**src/hw/rtl/indexed_list_store_assert.svh**
```systemverilog
// assertion macros for the indexed list store
// used by the rtl files that carry concurrent checks; needs signals clk and rst in scope
`ifndef INDEXED_LIST_STORE_ASSERT_SVH
`define INDEXED_LIST_STORE_ASSERT_SVH

// condition holds in the same cycle
`define ILS_ASSERT_NOW(lbl, cond, cons, msg) \
  lbl: assert property (@(posedge clk) disable iff (rst) (cond) |-> (cons)) else $error(msg);

// consequence holds in the cycle after the condition
`define ILS_ASSERT_NEXT(lbl, cond, cons, msg) \
  lbl: assert property (@(posedge clk) disable iff (rst) (cond) |=> (cons)) else $error(msg);

`endif

```
**src/hw/rtl/ils_pkg.sv**
```systemverilog
// shared types and codes for the indexed list store
// no dependencies
package ils_pkg;

  // request codes
  localparam logic [2:0] REQ_PUSH      = 3'd0;
  localparam logic [2:0] REQ_POP       = 3'd1;
  localparam logic [2:0] REQ_INSERT    = 3'd2;
  localparam logic [2:0] REQ_ERASE     = 3'd3;
  localparam logic [2:0] REQ_POP_RUN   = 3'd4;
  localparam logic [2:0] REQ_ERASE_RUN = 3'd5;

  // status codes
  localparam logic STATUS_OK      = 1'b0;
  localparam logic STATUS_REFUSED = 1'b1;

  // most results a single run pop may give
  localparam int unsigned MAX_RESULTS = 64;

  typedef struct packed {
    logic [2:0]  req_type;
    logic [31:0] element_in;
    logic [6:0]  position;
    logic [6:0]  run_length;
  } req_t;

  typedef struct packed {
    logic        status;
    logic [31:0] element_out;
    logic [6:0]  count_done;
    logic        last;
  } res_t;

endpackage

```
**src/hw/rtl/indexed_list_store.sv**
```systemverilog
// top level of the indexed list store: sequencer, entry memory and fill count
// depends on ils_pkg, ils_out_reg and indexed_list_store_assert.svh
//
// Ordered list of up to CAPACITY elements held in one single-port-write,
// single-port-read memory with registered read data. One request is worked
// at a time. A push, or any refused request, goes from accept straight to
// the result state; a pop first passes the read state. Insert and erase move
// one entry per cycle through the read-then-write path of the memory; an
// insert also ends with a write of the new element. An insert at the top, or
// an erase run with nothing above it, needs no move. A plain erase moves
// entries as an erase run of one does, but reports a count done of zero.
// A run pop reads one element per memory access and hands it to the output
// register; each element passes the read state and then the result state,
// which waits while the output register cannot take it. No clearing pass is
// needed after reset: only positions below the fill count are ever read.
module indexed_list_store #(
  parameter int CAPACITY   = 64,
  parameter int ELEM_WIDTH = 32
) (
  input  logic          clk,
  input  logic          rst,
  input  logic          req_valid,
  output logic          req_ready,
  input  ils_pkg::req_t req,
  output logic          res_valid,
  input  logic          res_ready,
  output ils_pkg::res_t res
);
  import ils_pkg::*;

  localparam int AW = (CAPACITY > 1) ? $clog2(CAPACITY) : 1;
  localparam int FW = $clog2(CAPACITY + 1);
  localparam int CW = (FW > 7) ? FW : 7;

  localparam logic [2:0] S_IDLE   = 3'd0;
  localparam logic [2:0] S_MOVE   = 3'd1;
  localparam logic [2:0] S_INSFIN = 3'd2;
  localparam logic [2:0] S_PRREAD = 3'd3;
  localparam logic [2:0] S_RESP   = 3'd4;

  // entry memory
  logic [ELEM_WIDTH-1:0] mem [CAPACITY];
  logic [ELEM_WIDTH-1:0] rdata;
  logic                  we, re;
  logic [AW-1:0]         wa, ra;
  logic [ELEM_WIDTH-1:0] wd;

  // sequencer registers
  logic [2:0]            state, state_next;
  logic [FW-1:0]         fill, fill_next;
  logic                  pend, pend_next;
  logic                  err_r, err_next;
  logic                  is_ins, is_ins_next;
  logic                  is_run, is_run_next;
  logic                  res_elem, res_elem_next;
  logic [6:0]            res_cnt, res_cnt_next;
  logic [CW-1:0]         src, src_next;
  logic [CW-1:0]         dst, dst_next;
  logic [CW-1:0]         rem, rem_next;
  logic [CW-1:0]         shift_n, shift_n_next;
  logic [CW-1:0]         pos_r, pos_next;
  logic [ELEM_WIDTH-1:0] val_r, val_next;

  // request decode
  logic [CW-1:0]         fill_w, pos_w, len_w, avail, n_pr, n_er;
  logic                  full, empty;
  logic [ELEM_WIDTH-1:0] elem_w;
  logic                  push_take;

  // output side
  logic res_load, load_ready;
  res_t load_item;

  assign fill_w = CW'(fill);
  assign pos_w  = CW'(req.position);
  assign len_w  = CW'(req.run_length);
  assign elem_w = ELEM_WIDTH'(req.element_in);
  assign full   = fill_w >= CW'(CAPACITY);
  assign empty  = (fill == '0);
  assign avail  = fill_w - pos_w;

  // run pop count: limited by the fill and by the result cap
  always_comb begin
    n_pr = len_w;
    if (n_pr > fill_w) begin
      n_pr = fill_w;
    end
    if (n_pr > CW'(MAX_RESULTS)) begin
      n_pr = CW'(MAX_RESULTS);
    end
  end

  // run erase count: limited by the entries from position to the top
  assign n_er = (len_w > avail) ? avail : len_w;

  // sequencer
  always_comb begin
    state_next    = state;
    fill_next     = fill;
    pend_next     = pend;
    err_next      = err_r;
    is_ins_next   = is_ins;
    is_run_next   = is_run;
    res_elem_next = res_elem;
    res_cnt_next  = res_cnt;
    src_next      = src;
    dst_next      = dst;
    rem_next      = rem;
    shift_n_next  = shift_n;
    pos_next      = pos_r;
    val_next      = val_r;
    we            = 1'b0;
    wa            = dst[AW-1:0];
    wd            = rdata;
    re            = 1'b0;
    ra            = src[AW-1:0];
    res_load      = 1'b0;
    req_ready     = (state == S_IDLE);

    case (state)
      S_IDLE: begin
        if (req_valid) begin
          err_next      = 1'b0;
          res_cnt_next  = '0;
          res_elem_next = 1'b0;
          is_run_next   = 1'b0;
          is_ins_next   = 1'b0;
          pend_next     = 1'b0;
          val_next      = elem_w;
          pos_next      = pos_w;
          state_next    = S_RESP;
          case (req.req_type)
            REQ_PUSH: begin
              if (full) begin
                err_next = 1'b1;
              end else begin
                we        = 1'b1;
                wa        = fill_w[AW-1:0];
                wd        = elem_w;
                fill_next = FW'(fill_w + 1'b1);
              end
            end
            REQ_POP: begin
              if (empty) begin
                err_next = 1'b1;
              end else begin
                src_next      = fill_w - 1'b1;
                rem_next      = CW'(1);
                res_elem_next = 1'b1;
                fill_next     = FW'(fill_w - 1'b1);
                state_next    = S_PRREAD;
              end
            end
            REQ_INSERT: begin
              if (pos_w > fill_w || full) begin
                err_next = 1'b1;
              end else begin
                fill_next = FW'(fill_w + 1'b1);
                if (pos_w == fill_w) begin
                  // insert at the top needs no move
                  we = 1'b1;
                  wa = pos_w[AW-1:0];
                  wd = elem_w;
                end else begin
                  is_ins_next = 1'b1;
                  src_next    = fill_w - 1'b1;
                  rem_next    = avail;
                  state_next  = S_MOVE;
                end
              end
            end
            REQ_ERASE: begin
              if (pos_w >= fill_w) begin
                err_next = 1'b1;
              end else begin
                fill_next    = FW'(fill_w - 1'b1);
                rem_next     = avail - 1'b1;
                src_next     = pos_w + 1'b1;
                shift_n_next = CW'(1);
                if (avail != CW'(1)) begin
                  state_next = S_MOVE;
                end
              end
            end
            REQ_POP_RUN: begin
              if (empty) begin
                err_next = 1'b1;
              end else if (n_pr != '0) begin
                fill_next     = FW'(fill_w - n_pr);
                src_next      = fill_w - n_pr;
                rem_next      = n_pr;
                res_cnt_next  = n_pr[6:0];
                res_elem_next = 1'b1;
                is_run_next   = 1'b1;
                state_next    = S_PRREAD;
              end
            end
            REQ_ERASE_RUN: begin
              if (pos_w >= fill_w) begin
                err_next = 1'b1;
              end else begin
                res_cnt_next = n_er[6:0];
                fill_next    = FW'(fill_w - n_er);
                rem_next     = avail - n_er;
                src_next     = pos_w + n_er;
                shift_n_next = n_er;
                if (avail != n_er) begin
                  state_next = S_MOVE;
                end
              end
            end
            default: begin
              err_next = 1'b1;
            end
          endcase
        end
      end
      S_MOVE: begin
        // write back the entry read last cycle
        if (pend) begin
          we = 1'b1;
        end
        if (rem != '0) begin
          re        = 1'b1;
          pend_next = 1'b1;
          dst_next  = is_ins ? (src + 1'b1) : (src - shift_n);
          src_next  = is_ins ? (src - 1'b1) : (src + 1'b1);
          rem_next  = rem - 1'b1;
        end else begin
          pend_next  = 1'b0;
          state_next = is_ins ? S_INSFIN : S_RESP;
        end
      end
      S_INSFIN: begin
        we         = 1'b1;
        wa         = pos_r[AW-1:0];
        wd         = val_r;
        state_next = S_RESP;
      end
      S_PRREAD: begin
        re         = 1'b1;
        state_next = S_RESP;
      end
      S_RESP: begin
        res_load = 1'b1;
        if (load_ready) begin
          if (is_run && rem > CW'(1)) begin
            rem_next   = rem - 1'b1;
            src_next   = src + 1'b1;
            state_next = S_PRREAD;
          end else begin
            state_next = S_IDLE;
          end
        end
      end
      default: begin
        state_next = S_IDLE;
      end
    endcase
  end

  // result item
  always_comb begin
    load_item.status      = err_r ? STATUS_REFUSED : STATUS_OK;
    load_item.element_out = res_elem ? 32'(rdata) : 32'd0;
    load_item.count_done  = res_cnt;
    load_item.last        = !(is_run && rem > CW'(1));
  end

  // control registers
  always_ff @(posedge clk) begin
    if (rst) begin
      state <= S_IDLE;
      fill  <= '0;
      pend  <= 1'b0;
    end else begin
      state <= state_next;
      fill  <= fill_next;
      pend  <= pend_next;
    end
  end

  // request registers
  always_ff @(posedge clk) begin
    err_r    <= err_next;
    is_ins   <= is_ins_next;
    is_run   <= is_run_next;
    res_elem <= res_elem_next;
    res_cnt  <= res_cnt_next;
    src      <= src_next;
    dst      <= dst_next;
    rem      <= rem_next;
    shift_n  <= shift_n_next;
    pos_r    <= pos_next;
    val_r    <= val_next;
  end

  // memory ports
  always_ff @(posedge clk) begin
    if (we) begin
      mem[wa] <= wd;
    end
    if (re) begin
      rdata <= mem[ra];
    end
  end

  ils_out_reg u_out (
    .clk        (clk),
    .rst        (rst),
    .load       (res_load),
    .load_item  (load_item),
    .load_ready (load_ready),
    .res_valid  (res_valid),
    .res_ready  (res_ready),
    .res        (res)
  );

  // push taken into a store with room
  assign push_take = req_valid && req_ready && req.req_type == REQ_PUSH && !full;

`include "indexed_list_store_assert.svh"

  `ILS_ASSERT_NOW(a_fill_bound, 1'b1, fill_w <= CW'(CAPACITY), "fill count above capacity")
  `ILS_ASSERT_NOW(a_no_rw_clash, we && re, wa != ra, "read and write hit the same entry")
  `ILS_ASSERT_NEXT(a_push_grows, push_take, fill == FW'($past(fill) + 1'b1), "push not counted")

endmodule

```
**src/hw/rtl/ils_out_reg.sv**
```systemverilog
// output register for result items of the indexed list store
// depends on ils_pkg
module ils_out_reg (
  input  logic          clk,
  input  logic          rst,
  input  logic          load,
  input  ils_pkg::res_t load_item,
  output logic          load_ready,
  output logic          res_valid,
  input  logic          res_ready,
  output ils_pkg::res_t res
);
  import ils_pkg::*;

  // free when empty or when the held item leaves this cycle
  assign load_ready = !res_valid || res_ready;

  // valid flag
  always_ff @(posedge clk) begin
    if (rst) begin
      res_valid <= 1'b0;
    end else if (load_ready) begin
      res_valid <= load;
    end
  end

  // payload
  always_ff @(posedge clk) begin
    if (load && load_ready) begin
      res <= load_item;
    end
  end

endmodule

```
**config.mk**
```make
export PLATFORM = sky130hd
export DESIGN_NAME = indexed_list_store
export DESIGN_NICKNAME = d
export VERILOG_FILES = /design/src/hw/rtl/ils_pkg.sv /design/src/hw/rtl/indexed_list_store.sv /design/src/hw/rtl/ils_out_reg.sv
export VERILOG_INCLUDE_DIRS = /design/src /design/src/hw/rtl
export SDC_FILE = /design/constraint.sdc
export NUM_CORES = 2
export LEC_CHECK = 0
export BUFFER_PORTS_ARGS = -buffer_cell sky130_fd_sc_hd__buf_2
export CORE_UTILIZATION = 37
export CTS_CLUSTER_DIAMETER = 80
export DETAILED_ROUTE_END_ITERATION = 7
export HOLD_SLACK_MARGIN = 0.15
export MAX_ROUTING_LAYER = met4
export PLACE_DENSITY = 0.62
export SYNTH_ARGS = -nofsm -noshare
export SYNTH_HDL_FRONTEND = slang
export SYNTH_SLANG_ARGS = --single-unit
```
**constraint.sdc**
```tcl
create_clock -name clk -period 17.5 [get_ports clk]
set_input_delay 0.875 -clock clk [delete_from_list [all_inputs] [get_ports clk]]
set_output_delay 0.875 -clock clk [all_outputs]
set_load 0.05 [all_outputs]
```
==> impl_metrics.py <==
metrics = {
    "routing": {
        "drtPass1Iterations": 8,
        "drt_wl_total_mm": 225,
        "vias": 43000,
        "post_drt_wl_per_cell_um": 29.6,
        "drcViolationCount": 0,
        "ant_nets": 0,
        "dr.first_iter.drc_count": 5181,
        "vias_per_cell": 5.66,
    },
    "grt": {
        "use_met1": 0.269,
        "grtUsageTotal": 0.195,
        "antenna_found_initial": 27,
        "grt_first_pass_wirelength_mm": 322,
        "overflow": 0,
        "grt_max_degree": 142,
        "grtUsageMet2": 0.302,
        "grt_pass1_vias": 43400,
        "grt-busiest-layer": "met2",
        "met3_usage": 0.0337,
    },
    "layout": {
        "drive_above_1_share": 0.301,
        "final_area_mm2": 0.100,
        "final_net_count": 4367,
        "fin_cells": 7594,
        "area_growth_syn_to_layout_pct": 14.0,
    },
    "timing": {
        "final.setup.tns_ps": 0,
        "max_freq_mhz": 144,
        "worst_pin_slew_ps": 1390,
        "fin_crit_sh": 0.396,
        "post-route-min-period_ps": 6930,
        "maxSlewViolCount": 0,
        "setup_viol": 0,
        "hold_viol_final": 0,
        "clock_skew_ps": 51.1,
        "rsz0062_at_grt": "no",
        "maxSlewHeadroom": 0.0715,
    },
    "floorplanning": {
        "core_mm2": 0.236,
        "die_x_um": 490,
        "fp.dieH_um": 490,
        "ios": 96,
        "die-area_mm2": 0.240,
        "rows": 178,
        "start_util": 0.373,
    },
    "min_path": {
        "whs_path_depth": 1,
        "holdCritPathClass": "primary input to flop",
        "hold_start": "req[26]",
        "min_to": "val_r[12]",
    },
    "synth": {
        "postSynthAreaPerCell_um2": 22.0,
        "synthTopCellsByArea": "edfxtp_1 75%, mux4_2 17%, nor2_1 0.84%, ha_1 0.80%, clkbuf_1 0.52%",
        "synth_nets": 4121,
        "netlist_area_mm2": 0.0880,
        "yosysWarnings": 0,
        "yosysSeqAreaShare": 0.752,
        "ys_async_sr_fraction": 0,
        "synth-seq-cells": 2207,
        "ys_types": 81,
        "synth_top_area_frac": 0.749,
        "synth_area_leader_cell": "edfxtp_1",
        "ys.flop_type": "edfxtp_1",
        "synth_edf_count": 2195,
        "syn_inst": 4006,
    },
    "power_and_ir_drop": {
        "total_power_w": 0.0154,
        "swShare": 0.303,
        "power.density_mw_per_mm2": 153,
        "pwr-share-seq": 0.434,
        "max-vdd-ir-drop_mv": 0.161,
        "pwr-share-comb": 0.271,
        "p_int_w": 0.0107,
        "clkPwrFrac": 0.295,
        "leakage_nw": 31.2,
        "power.switching_w": 0.00466,
    },
    "clock_tree": {
        "htreeDepth": 4,
        "clk_latency_ps": 860,
        "hold_buffers": 0,
        "ctsResizeCount": 0,
        "clk_path_buf_depth": 3,
        "cts_setup_buffers": 0,
        "cts-root-buf": "clkbuf_16",
        "clk_pin_slew_ps": 60,
        "cts_num_sinks": 2207,
        "cts_inserted_buffers": 219,
        "cts_tree": "yes",
    },
    "setup_path": {
        "reg2regPathDepth": 25,
        "cp_max_fo": 10,
        "r2r_start": "fill[1]",
        "critPathCaptureType": "flop",
        "startpoint_type": "flop",
        "r2r_end": "fill[6]",
        "cp.arrival_ps": 7690,
        "required_ps": 18260,
        "critical_path_class": "flop to flop",
        "rrSetupSlack_ps": 10570,
    },
    "placement": {
        "place_congestion": 0.938,
        "place_area_mm2": 0.0933,
        "dp_hpwl_mm": 130,
        "portBuffers": 95,
        "place_inst": 7180,
    },
    "run": {
        "cap_violations": 0,
    },
    "run_status": {
        "status": "finished, final reports clean",
    },
}
## critical path, stage by stage, from the launching register on
cell and delay, ps:
dfxtp_1 660, ha_1 370, nor2b_4 140, o31a_4 320, or2_2 290, o311ai_2 530
inv_1 160, ha_1 390, nand4_1 140, a21oi_1 150, o311ai_0 160, o211ai_2 280
o41a_1 420, a21oi_1 220, nand2_1 200, ha_1 170, inv_1 60, fa_1 430
a21o_1 180, a21oi_1 220, o21bai_1 90, a21oi_1 190, xnor2_1 140, a22o_1 250
or4_1 470, o21a_1 180
## cell families (layout without fill, tap and decap cells)
family                   Yosys count  after routing  share of synthesized area
AND/OR/NAND/NOR                  415            415                     0.0220
multiplexers                     691            691                      0.174
flip-flops                      2207           2207                      0.752
adder cells (fa/ha/maj)           62             62                    0.00933
XOR/XNOR                          46             46                    0.00458
AO/OA/AOI/OAI                    319            319                     0.0253
buffers and inverters            266            692                     0.0122
other                              0             12                          0
## registers in the layout (all words and copies together), names as in the netlist, 3 cells and up
signal	cells
dst	6
fill	7
mem	2048
pos_r	6
rdata	32
rem	7
res_cnt	7
shift_n	6
src	6
state	3
u_out.res	41
val_r	32
## per-layer routing
metal | vias to the layer above | share of wire
met2 | 1833 | 0.48
li1 | 17500 | -
met1 | 23400 | 0.42
met5 | - | 0
met3 | 257 | 0.079
met4 | 0 | 0.020
## final cells by class
cell class              count  area (µm²)
fillers                 20000      136000
flip-flops and latches   2207       66200
multi-input cells        1533       21500
clock buffers             273        5750
well taps                3150        3940
repair buffers            232        1550
clock inverters           128        1170
inverters                  59         221
diodes                     12        30.0
## power groups by stage
stage | Combinational (W) | Sequential [W] | Clock, W
after global routing | 0.00442 | 0.00668 | 0.00481
final | 0.00417 | 0.00667 | 0.00455
after CTS | 0.00418 | 0.00667 | 0.00462
after global placement | 0.00411 | 0.00678 | 0
after detailed placement | 0.00417 | 0.00678 | 0
after floorplan | 0.00262 | 0.00688 | 0
## stage by stage
| step | hold slack, ps | util | setup WS, ps |
|---|---|---|---|
| final | 219 | 0.425 | 10570 |
| after global routing | 180 | 0.425 | 10150 |
| after CTS | 154 | 0.425 | 10570 |
| after detailed placement | 405 | 0.396 | 10200 |
| after global placement | 402 | 0.396 | 10230 |
| after floorplan | 400 | - | 11270 |
## cells in the mapped netlist, types with 21 or more instances
cell type	n
a211oi_1	38
buf_2	59
a21oi_1	81
edfxtp_1	2195
o21ai_0	34
o22ai_1	48
ha_1	56
mux4_2	672
nor2_1	196
and2_1	44
clkbuf_1	121
xnor2_1	31
buf_1	26
nand2_1	67
inv_1	55
nand3_1	21
## cells in the final DEF (no fill, tap or decap), drive strengths merged, types with 21 or more instances in the layout
cell type | synthesis | routed
clkinv | 0 | 96
nand3 | 21 | 21
mux4 | 672 | 672
a21oi | 82 | 82
inv | 59 | 69
and2 | 44 | 44
nor2 | 206 | 206
a211oi | 38 | 38
buf | 86 | 232
ha | 56 | 56
o21ai | 38 | 38
nand2 | 67 | 67
clkbuf | 121 | 273
o22ai | 48 | 48
xnor2 | 31 | 31
edfxtp | 2195 | 2195
## how the worst max path moves through the flow
| stage | depth (start not counted) | slack [ps] | to | from |
|---|---|---|---|---|
| after detailed placement | 27 | 10200 | fill[6] | req[8] |
| after global placement | 27 | 10230 | fill[6] | req[8] |
| after global routing | 25 | 10150 | fill[6] | fill[1] |
| after floorplan | 28 | 11270 | fill[6] | req[8] |
| after CTS | 25 | 10570 | fill[6] | fill[1] |
| final | 25 | 10570 | fill[6] | fill[1] |
No activity file was read; power rests on OpenSTA's default activity.
